[config.mk]
export PLATFORM = sky130hd
export DESIGN_NAME = meter_pulse_qualifier_unit
export DESIGN_NICKNAME = d
export VERILOG_FILES = /design/src/hw/rtl/mpq_pkg.sv /design/src/hw/rtl/mpq_fifo.sv /design/src/hw/rtl/mpq_front.sv /design/src/hw/rtl/mpq_back.sv /design/src/hw/rtl/meter_pulse_qualifier_unit.sv
export SDC_FILE = /design/constraint.sdc
export NUM_CORES = 1
export LEC_CHECK = 0
export BUFFER_PORTS_ARGS = -buffer_cell sky130_fd_sc_hd__buf_2
export CAP_MARGIN = 20
export CORE_AREA = 10 10 159 161
export CTS_CLUSTER_DIAMETER = 150
export DETAILED_ROUTE_END_ITERATION = 10
export DIE_AREA = 0 0 169 171
export PLACE_DENSITY_LB_ADDON = 0.08
export SLEW_MARGIN = 30
export SYNTH_ARGS = -nofsm -noshare
export SYNTH_HDL_FRONTEND = slang
export SYNTH_SLANG_ARGS = --single-unit
export TNS_END_PERCENT = 1
[constraint.sdc]
create_clock -name i_clk -period 9.1 [get_ports i_clk]
set_clock_uncertainty 0.15 [all_clocks]
set_input_delay 0.91 -clock i_clk [delete_from_list [all_inputs] [get_ports i_clk]]
set_output_delay 0.91 -clock i_clk [all_outputs]
set_load 0.005 [all_outputs]
[src/hw/rtl/mpq_pkg.sv]
// ----------------------------------------------------------------------------
// mpq_pkg
// Shared types and constants of the meter pulse qualifier.
// ----------------------------------------------------------------------------
package mpq_pkg;

    localparam int FIELD_BITS = 10;
    localparam int COUNT_BITS = 32;

    // Function codes of an input transaction.
    localparam logic [2:0] FUNC_TICK     = 3'd0;
    localparam logic [2:0] FUNC_A_EDGE   = 3'd1;
    localparam logic [2:0] FUNC_B_EDGE   = 3'd2;
    localparam logic [2:0] FUNC_C_EDGE   = 3'd3;
    localparam logic [2:0] FUNC_A_WINDOW = 3'd4;
    localparam logic [2:0] FUNC_B_WINDOW = 3'd5;

    // Counting modes.
    localparam logic [1:0] MODE_SINGLE   = 2'd1;
    localparam logic [1:0] MODE_TWO_LINE = 2'd2;
    localparam logic [1:0] MODE_SEQUENCE = 2'd3;

    // Configuration register indexes.
    localparam logic [1:0] CFG_MODE    = 2'd0;
    localparam logic [1:0] CFG_MIN_GAP = 2'd1;
    localparam logic [1:0] CFG_MIN_RUN = 2'd2;

    localparam logic [1:0] MODE_RESET    = MODE_TWO_LINE;
    localparam logic [7:0] MIN_GAP_RESET = 8'd10;
    localparam logic [3:0] MIN_RUN_RESET = 4'd8;

    // Sequence stages.
    localparam logic [1:0] STAGE_IDLE   = 2'd0;
    localparam logic [1:0] STAGE_FIRST  = 2'd1;
    localparam logic [1:0] STAGE_SECOND = 2'd2;

    // Operations passed from the classifier to the executor.
    typedef logic [2:0] t_op;
    localparam t_op OP_NONE  = 3'd0;
    localparam t_op OP_TICK  = 3'd1;
    localparam t_op OP_ADD   = 3'd2;
    localparam t_op OP_SEQ_A = 3'd3;
    localparam t_op OP_SEQ_B = 3'd4;
    localparam t_op OP_SEQ_C = 3'd5;
    localparam t_op OP_ARM   = 3'd6;
    localparam t_op OP_COUNT = 3'd7;

    typedef struct packed {
        logic                  counted;
        logic [COUNT_BITS-1:0] pulse_total;
        logic                  armed;
    } t_result;

endpackage

[src/hw/rtl/mpq_fifo.sv]
// ----------------------------------------------------------------------------
// mpq_fifo
// Two-entry queue used between the classifier, the executor and the output.
// ----------------------------------------------------------------------------
module mpq_fifo #(
    parameter int WIDTH = 8
) (
    input  logic             i_clk,
    input  logic             i_rst_n,
    input  logic             i_push,
    input  logic [WIDTH-1:0] i_wr_data,
    input  logic             i_pop,
    output logic             o_full,
    output logic             o_empty,
    output logic [WIDTH-1:0] o_rd_data
);

    logic [WIDTH-1:0] r_mem [2];
    logic             r_wr_ptr;
    logic             r_rd_ptr;
    logic [1:0]       r_count;
    logic             n_wr_ptr;
    logic             n_rd_ptr;
    logic [1:0]       n_count;
    logic             w_do_push;
    logic             w_do_pop;

    assign o_full    = (r_count == 2'd2);
    assign o_empty   = (r_count == 2'd0);
    assign o_rd_data = r_mem[r_rd_ptr];
    assign w_do_pop  = i_pop && !o_empty;
    assign w_do_push = i_push && (!o_full || w_do_pop);

    always_comb begin
        n_wr_ptr = r_wr_ptr ^ w_do_push;
        n_rd_ptr = r_rd_ptr ^ w_do_pop;
        n_count  = r_count + {1'b0, w_do_push} - {1'b0, w_do_pop};
    end

    always_ff @(posedge i_clk) begin
        if (!i_rst_n) begin
            r_wr_ptr <= 1'b0;
            r_rd_ptr <= 1'b0;
            r_count  <= 2'd0;
        end else begin
            r_wr_ptr <= n_wr_ptr;
            r_rd_ptr <= n_rd_ptr;
            r_count  <= n_count;
        end
    end

    always_ff @(posedge i_clk) begin
        if (w_do_push) begin
            r_mem[r_wr_ptr] <= i_wr_data;
        end
    end

endmodule

[src/hw/rtl/mpq_front.sv]
// ----------------------------------------------------------------------------
// mpq_front
// Classifies an input transaction into one executor operation, including the
// trailing-run test of sample windows.
// ----------------------------------------------------------------------------
module mpq_front
    import mpq_pkg::*;
#(
    parameter int WINDOW_SAMPLES = 10
) (
    input  logic [2:0]            i_func,
    input  logic [FIELD_BITS-1:0] i_samples_a,
    input  logic [FIELD_BITS-1:0] i_samples_b,
    input  logic [1:0]            i_mode,
    input  logic [3:0]            i_min_run,
    output t_op                   o_op
);

    localparam int SPAN = (WINDOW_SAMPLES < FIELD_BITS) ? WINDOW_SAMPLES : FIELD_BITS;

    function automatic logic run_ok(input logic [FIELD_BITS-1:0] match,
                                    input logic [3:0] min_run);
        logic [3:0] run;
        logic       still;
        run   = 4'd0;
        still = 1'b1;
        for (int k = 0; k < SPAN; k++) begin
            if (still && match[FIELD_BITS-1-k]) begin
                run = run + 4'd1;
            end else begin
                still = 1'b0;
            end
        end
        return (run >= min_run);
    endfunction

    logic w_arm_ok;
    logic w_count_ok;

    assign w_arm_ok   = run_ok(~i_samples_a & i_samples_b, i_min_run);
    assign w_count_ok = run_ok(i_samples_a & i_samples_b, i_min_run);

    always_comb begin
        o_op = OP_NONE;
        if (i_func == FUNC_TICK) begin
            o_op = OP_TICK;
        end else begin
            unique case (i_mode)
                MODE_SINGLE: begin
                    if (i_func == FUNC_A_EDGE) o_op = OP_ADD;
                end
                MODE_SEQUENCE: begin
                    if (i_func == FUNC_A_EDGE) o_op = OP_SEQ_A;
                    if (i_func == FUNC_B_EDGE) o_op = OP_SEQ_B;
                    if (i_func == FUNC_C_EDGE) o_op = OP_SEQ_C;
                end
                MODE_TWO_LINE: begin
                    if (i_func == FUNC_A_WINDOW && w_arm_ok)   o_op = OP_ARM;
                    if (i_func == FUNC_B_WINDOW && w_count_ok) o_op = OP_COUNT;
                end
                default: o_op = OP_NONE;
            endcase
        end
    end

endmodule

[src/hw/rtl/mpq_back.sv]
// ----------------------------------------------------------------------------
// mpq_back
// Executes classified operations on the tick, arming and pulse state and
// produces one result per operation.
// ----------------------------------------------------------------------------
module mpq_back
    import mpq_pkg::*;
(
    input  logic       i_clk,
    input  logic       i_rst_n,
    input  logic       i_valid,
    input  t_op        i_op,
    input  logic [7:0] i_min_gap,
    output t_result    o_result
);

    logic [COUNT_BITS-1:0] r_tick_now;
    logic [COUNT_BITS-1:0] r_arm_time;
    logic [1:0]            r_stage;
    logic [COUNT_BITS-1:0] r_pulse_count;
    logic [COUNT_BITS-1:0] n_tick_now;
    logic [COUNT_BITS-1:0] n_arm_time;
    logic [1:0]            n_stage;
    logic [COUNT_BITS-1:0] n_pulse_count;
    logic                  w_counted;
    logic [COUNT_BITS-1:0] w_elapsed;
    logic                  w_gap_ok;

    assign w_elapsed = r_tick_now - r_arm_time;
    assign w_gap_ok  = (r_tick_now > r_arm_time) &&
                       (w_elapsed >= {{(COUNT_BITS-8){1'b0}}, i_min_gap});

    always_comb begin
        n_tick_now    = r_tick_now;
        n_arm_time    = r_arm_time;
        n_stage       = r_stage;
        n_pulse_count = r_pulse_count;
        w_counted     = 1'b0;
        unique case (i_op)
            OP_NONE: begin
            end
            OP_TICK: begin
                n_tick_now = r_tick_now + 32'd1;
            end
            OP_ADD: begin
                w_counted = 1'b1;
            end
            OP_SEQ_A: begin
                n_stage = STAGE_FIRST;
            end
            OP_SEQ_B: begin
                if (r_stage == STAGE_FIRST) n_stage = STAGE_SECOND;
            end
            OP_SEQ_C: begin
                if (r_stage == STAGE_SECOND) begin
                    n_stage   = STAGE_IDLE;
                    w_counted = 1'b1;
                end
            end
            OP_ARM: begin
                n_stage    = STAGE_FIRST;
                n_arm_time = r_tick_now;
            end
            OP_COUNT: begin
                if (w_gap_ok && r_stage == STAGE_FIRST) begin
                    n_stage   = STAGE_IDLE;
                    w_counted = 1'b1;
                end
            end
            default: begin
            end
        endcase
        if (w_counted) n_pulse_count = r_pulse_count + 32'd1;
    end

    assign o_result.counted     = w_counted;
    assign o_result.pulse_total = n_pulse_count;
    assign o_result.armed       = (n_stage == STAGE_FIRST);

    always_ff @(posedge i_clk) begin
        if (!i_rst_n) begin
            r_tick_now    <= '0;
            r_arm_time    <= '0;
            r_stage       <= STAGE_IDLE;
            r_pulse_count <= '0;
        end else if (i_valid) begin
            r_tick_now    <= n_tick_now;
            r_arm_time    <= n_arm_time;
            r_stage       <= n_stage;
            r_pulse_count <= n_pulse_count;
        end
    end

endmodule

[src/hw/rtl/meter_pulse_qualifier_unit.sv]
// ----------------------------------------------------------------------------
// meter_pulse_qualifier_unit
// Flow-meter pulse qualifier with single-line, two-line and sequence modes.
// ----------------------------------------------------------------------------
// Both sides look like a queue. An input transaction is taken when push is
// high and full is low; each one yields exactly one result, shown while empty
// is low and taken when pop is high. The classifier decodes the function and
// tests the sample-window runs in the cycle of acceptance and writes one
// operation into a two-entry queue. The executor takes one operation a cycle
// from it while the output queue has room, updates the tick, arming and pulse
// state and writes the result into a two-entry output queue. A result passes
// through both queues before it shows on the output ports; one transaction
// per cycle is sustained while the receiver pops every result. When it stops
// popping, the output queue fills, the executor waits, then the operation
// queue fills and full rises; nothing is lost. Reset clears both queues, the
// counters and the sequence stage and loads the register defaults (mode 2,
// gap 10, run 8). Configuration writes take effect at once; the user makes
// them only while the block is idle, which the block itself does not enforce.
// ----------------------------------------------------------------------------
module meter_pulse_qualifier_unit
    import mpq_pkg::*;
#(
    parameter int WINDOW_SAMPLES = 10
) (
    input  logic                  i_clk,
    input  logic                  i_rst_n,
    input  logic                  push,
    output logic                  full,
    input  logic [2:0]            i_func,
    input  logic [FIELD_BITS-1:0] i_samples_a,
    input  logic [FIELD_BITS-1:0] i_samples_b,
    output logic                  empty,
    input  logic                  pop,
    output logic                  o_counted,
    output logic [COUNT_BITS-1:0] o_pulse_total,
    output logic                  o_armed,
    input  logic                  i_cfg_we,
    input  logic [1:0]            i_cfg_index,
    input  logic [7:0]            i_cfg_wdata
);

    logic [1:0] r_mode;
    logic [7:0] r_min_gap;
    logic [3:0] r_min_run;

    t_op     w_front_op;
    t_op     w_back_op;
    logic    w_op_empty;
    logic    w_op_full;
    logic    w_res_full;
    logic    w_res_room;
    logic    w_issue;
    t_result w_back_result;
    t_result w_out_result;

    always_ff @(posedge i_clk) begin
        if (!i_rst_n) begin
            r_mode    <= MODE_RESET;
            r_min_gap <= MIN_GAP_RESET;
            r_min_run <= MIN_RUN_RESET;
        end else if (i_cfg_we) begin
            unique case (i_cfg_index)
                CFG_MODE:    r_mode    <= i_cfg_wdata[1:0];
                CFG_MIN_GAP: r_min_gap <= i_cfg_wdata;
                CFG_MIN_RUN: r_min_run <= i_cfg_wdata[3:0];
                default: begin
                end
            endcase
        end
    end

    mpq_front #(
        .WINDOW_SAMPLES(WINDOW_SAMPLES)
    ) u_front (
        .i_func     (i_func),
        .i_samples_a(i_samples_a),
        .i_samples_b(i_samples_b),
        .i_mode     (r_mode),
        .i_min_run  (r_min_run),
        .o_op       (w_front_op)
    );

    mpq_fifo #(
        .WIDTH($bits(t_op))
    ) u_op_fifo (
        .i_clk    (i_clk),
        .i_rst_n  (i_rst_n),
        .i_push   (push && !w_op_full),
        .i_wr_data(w_front_op),
        .i_pop    (w_issue),
        .o_full   (w_op_full),
        .o_empty  (w_op_empty),
        .o_rd_data(w_back_op)
    );

    assign full       = w_op_full;
    assign w_res_room = !w_res_full || (pop && !empty);
    assign w_issue    = !w_op_empty && w_res_room;

    mpq_back u_back (
        .i_clk    (i_clk),
        .i_rst_n  (i_rst_n),
        .i_valid  (w_issue),
        .i_op     (w_back_op),
        .i_min_gap(r_min_gap),
        .o_result (w_back_result)
    );

    mpq_fifo #(
        .WIDTH($bits(t_result))
    ) u_res_fifo (
        .i_clk    (i_clk),
        .i_rst_n  (i_rst_n),
        .i_push   (w_issue),
        .i_wr_data(w_back_result),
        .i_pop    (pop),
        .o_full   (w_res_full),
        .o_empty  (empty),
        .o_rd_data(w_out_result)
    );

    assign o_counted     = w_out_result.counted;
    assign o_pulse_total = w_out_result.pulse_total;
    assign o_armed       = w_out_result.armed;

endmodule
==> flow_metrics.env <==
export IMPL_drc=0
export IMPL_cts_max_level=4
export IMPL_place_inst=1643
export IMPL_start_kind="flop"
export IMPL_final_common_cell="nand2_1"
export IMPL_yosys_area_top_type="dfxtp_1"
export IMPL_grt_pass1_wl_um=44300
export IMPL_async_flop_share_pct=0
export IMPL_synth_edff_count=74
export IMPL_tightest_slew_ns=0.929
export IMPL_grt_usage_pct=18.2
export IMPL_cts_buffer_depth=2
export IMPL_synth_seq_cells=196
export IMPL_drv_cap=0
export IMPL_max_freq_mhz=190
export IMPL_post_cts_buffers=0
export IMPL_setup_viol=0
export IMPL_synth_ff_type="dfxtp_1"
export IMPL_rsz0062_at_grt="false"
export IMPL_first_iter_violations=535
export IMPL_place_congestion=0.900
export IMPL_rows=55
export IMPL_dr_pass1_iters=5
export IMPL_yosysUniqueCellTypes=83
export IMPL_drt_wirelength_per_cell_um=15.7
export IMPL_synth_net_count=1440
export IMPL_seqPwrFrac_pct=43.6
export IMPL_leakagePower_uw=0.00530
export IMPL_first_global_vias=9186
export IMPL_required_ns=9.18
export IMPL_seqCellArea_um2=4660
export IMPL_p_sw_uw=831
export IMPL_cts_resized=0
export IMPL_switching_share_pct=33.2
export IMPL_grt_max_degree=92
export IMPL_viasPerCell=5.72
export IMPL_intPower_uw=1670
export IMPL_hold_class="reg2reg"
export IMPL_nets=1490
export IMPL_start_util_pct=53.7
export IMPL_slew_limit_headroom_pct=38.0
export IMPL_status="finished, final reports clean"
export IMPL_utilization_pct=59.0
export IMPL_final_cell_mix="169 x nand2_1, 122 x dfxtp_1, 113 x a21oi_1, 91 x nor2_1"
export IMPL_die_area_um2=28900
export IMPL_finalCriticalPeriod_ns=5.27
export IMPL_drt_wl_total_um=26200
export IMPL_syn_area_um2=11900
export IMPL_combPwrFrac_pct=25.2
export IMPL_cp_max_fo=91
export IMPL_dp_hpwl_um=18600
export IMPL_clock_tree_root_cell="clkbuf_16"
export IMPL_slew_viol_final=0
export IMPL_netlist_instances=1327
export IMPL_antenna_found_initial=1
export IMPL_die_x_um=169
export IMPL_synth_warnings=0
export IMPL_cp_arrival_ns=5.35
export IMPL_hold_viol=0
export IMPL_synth_area_leaders="dfxtp_1 20%, edfxtp_1 19%, ha_1 7.8%"
export IMPL_min_period_over_period_pct=57.9
export IMPL_clk_latency_ns=0.45
export IMPL_cp_end_kind="flop"
export IMPL_hold_buffers=0
export IMPL_synth_top_area_share_pct=20.4
export IMPL_drive_gt1_share_pct=13.8
export IMPL_port_buffer_count=73
export IMPL_grt_ovfl_total=0
export IMPL_die_h_um=171
export IMPL_clk_pin_slew_ns=0.08
export IMPL_irDropWorstVdd_v=0.000134
export IMPL_power_density_nw_per_um2=191
export IMPL_ys_seq_area_share_pct=39.0
export IMPL_fillers=2028
export IMPL_ant_nets=0
export IMPL_area_growth_pct=9.82
export IMPL_cts_tree="done"
export IMPL_vias=9578
export IMPL_core_um2=22200
export IMPL_pwr_share_clk_pct=31.2
export IMPL_num_antenna_cells=0
export IMPL_avgSynthCellArea_um2=9.00
export IMPL_fin_setup_tns_ns=0
export IMPL_cts_made_buffers=17
export IMPL_num_io_pins=74
export IMPL_multi_input_area_um2=6780
export IMPL_worstSetupPathType="reg2reg"
export IMPL_final_cells=1675
export IMPL_cts_num_sinks=196
[registers in the layout (all words and copies together) (netlist names), named ones only]
register,flops
u_res_fifo.r_rd_ptr,1
u_back.r_stage,2
u_res_fifo.r_mem,68
u_back.r_tick_now,32
u_op_fifo.r_count,2
r_min_gap,8
u_op_fifo.r_rd_ptr,1
u_res_fifo.r_count,2
r_mode,2
u_back.r_pulse_count,32
u_back.r_arm_time,32
u_res_fifo.r_wr_ptr,1
u_op_fifo.r_mem,6
r_min_run,4
u_op_fifo.r_wr_ptr,1
[final timing paths]
kind / start / endpoint / slack, ns / cells after the start
worst min register to register: u_back.r_arm_time[9] / u_back.r_arm_time[9] / 0.31 / 2
worst max register to register: u_back.r_tick_now[0] / u_res_fifo.r_mem[0][4] / 3.83 / 18
worst min-delay path: u_back.r_arm_time[9] / u_back.r_arm_time[9] / 0.31 / 2
worst max-delay path: u_back.r_tick_now[0] / u_res_fifo.r_mem[0][4] / 3.83 / 18
[through the flow]
stage | cell area [um2] | setup slack (ns) | hold slack, ns | power (uW)
6_report | 13100 | 3.83 | 0.307 | 2500
5_1_grt | 13100 | 3.38 | 0.326 | 2640
4_1_cts | 13100 | 3.80 | 0.308 | 2530
3_5_place_dp | 12500 | 3.45 | 0.298 | 1750
3_3_place_gp | 12500 | 3.58 | 0.292 | 1740
2_1_floorplan | 11900 | 3.92 | 0.286 | 1580
[area by class of cell]
type,count,share of cell area (%)
Timing Repair Buffer,83,3.36
Clock inverter,15,1.47
Sequential cell,196,35.6
Tap cell,285,2.72
Inverter,68,1.96
Clock buffer,17,3.24
Multi-Input combinational cell,1011,51.7
[routing by layer]
metal,vias to the layer above,GRT usage [%],part of all wire (%)
li1,4891,-,-
met1,4484,22.7,45
met2,162,31.1,49
met3,41,2.96,3.8
met4,0,6.42,2.2
met5,-,0,0
[worst max-delay path, stage by stage (launching register included)]
cell and delay [ns]:
dfxtp_1 0.38, inv_1 0.08, ha_1 0.15, inv_1 0.05, fa_1 0.43, a211oi_2 0.26, o21ai_2 0.13, xor2_1 0.16
ha_1 0.30, a21o_1 0.17, a222oi_1 0.27, o21ai_0 0.14, a211o_1 0.23, or4_1 0.50, a211oi_1 0.27, and4bb_2 0.27
buf_4 0.64, nor3_1 0.13, xor2_1 0.31
[kinds of logic (layout without fill, tap and decap cells)]
group / count (synthesis) / count (layout) / share of synthesized area, %
muxes: 67 / 67 / 6.05
adders and majority gates: 75 / 75 / 7.92
DFF: 196 / 196 / 39.0
and+or+nand+nor: 502 / 502 / 21.2
buffers and inverters: 120 / 183 / 4.30
xor gates and xnor gates: 94 / 94 / 6.89
AOI/OAI and AO/OA: 273 / 273 / 14.6
[Yosys cell counts (7+ instances only)]
cell type / number
nand2b_1: 13
nand4_1: 24
o21ai_0: 32
mux2i_1: 25
nor3_1: 40
o21a_1: 8
a21oi_1: 113
clkbuf_1: 34
and3_1: 11
xor2_1: 56
edfxtp_1: 74
nand3_1: 29
nor2_1: 91
mux2_2: 42
a21o_1: 17
nand2_1: 169
nand3b_1: 7
o31ai_1: 29
and2_1: 11
o21ai_1: 7
or3_1: 12
ha_1: 74
or2_2: 12
xnor2_1: 38
o211ai_1: 8
dfxtp_1: 122
or4_1: 33
nor2b_1: 18
nor4_1: 8
inv_1: 67
[power groups by stage]
stage          sequential [uW]  combinational (uW)  clock (uW)
2_1_floorplan             1100                 480           0
3_3_place_gp              1100                 632           0
3_5_place_dp              1110                 641           0
4_1_cts                   1090                 646         794
5_1_grt                   1100                 706         830
6_report                  1090                 631         781
Note: power is estimated with default switching activity, not from simulation.
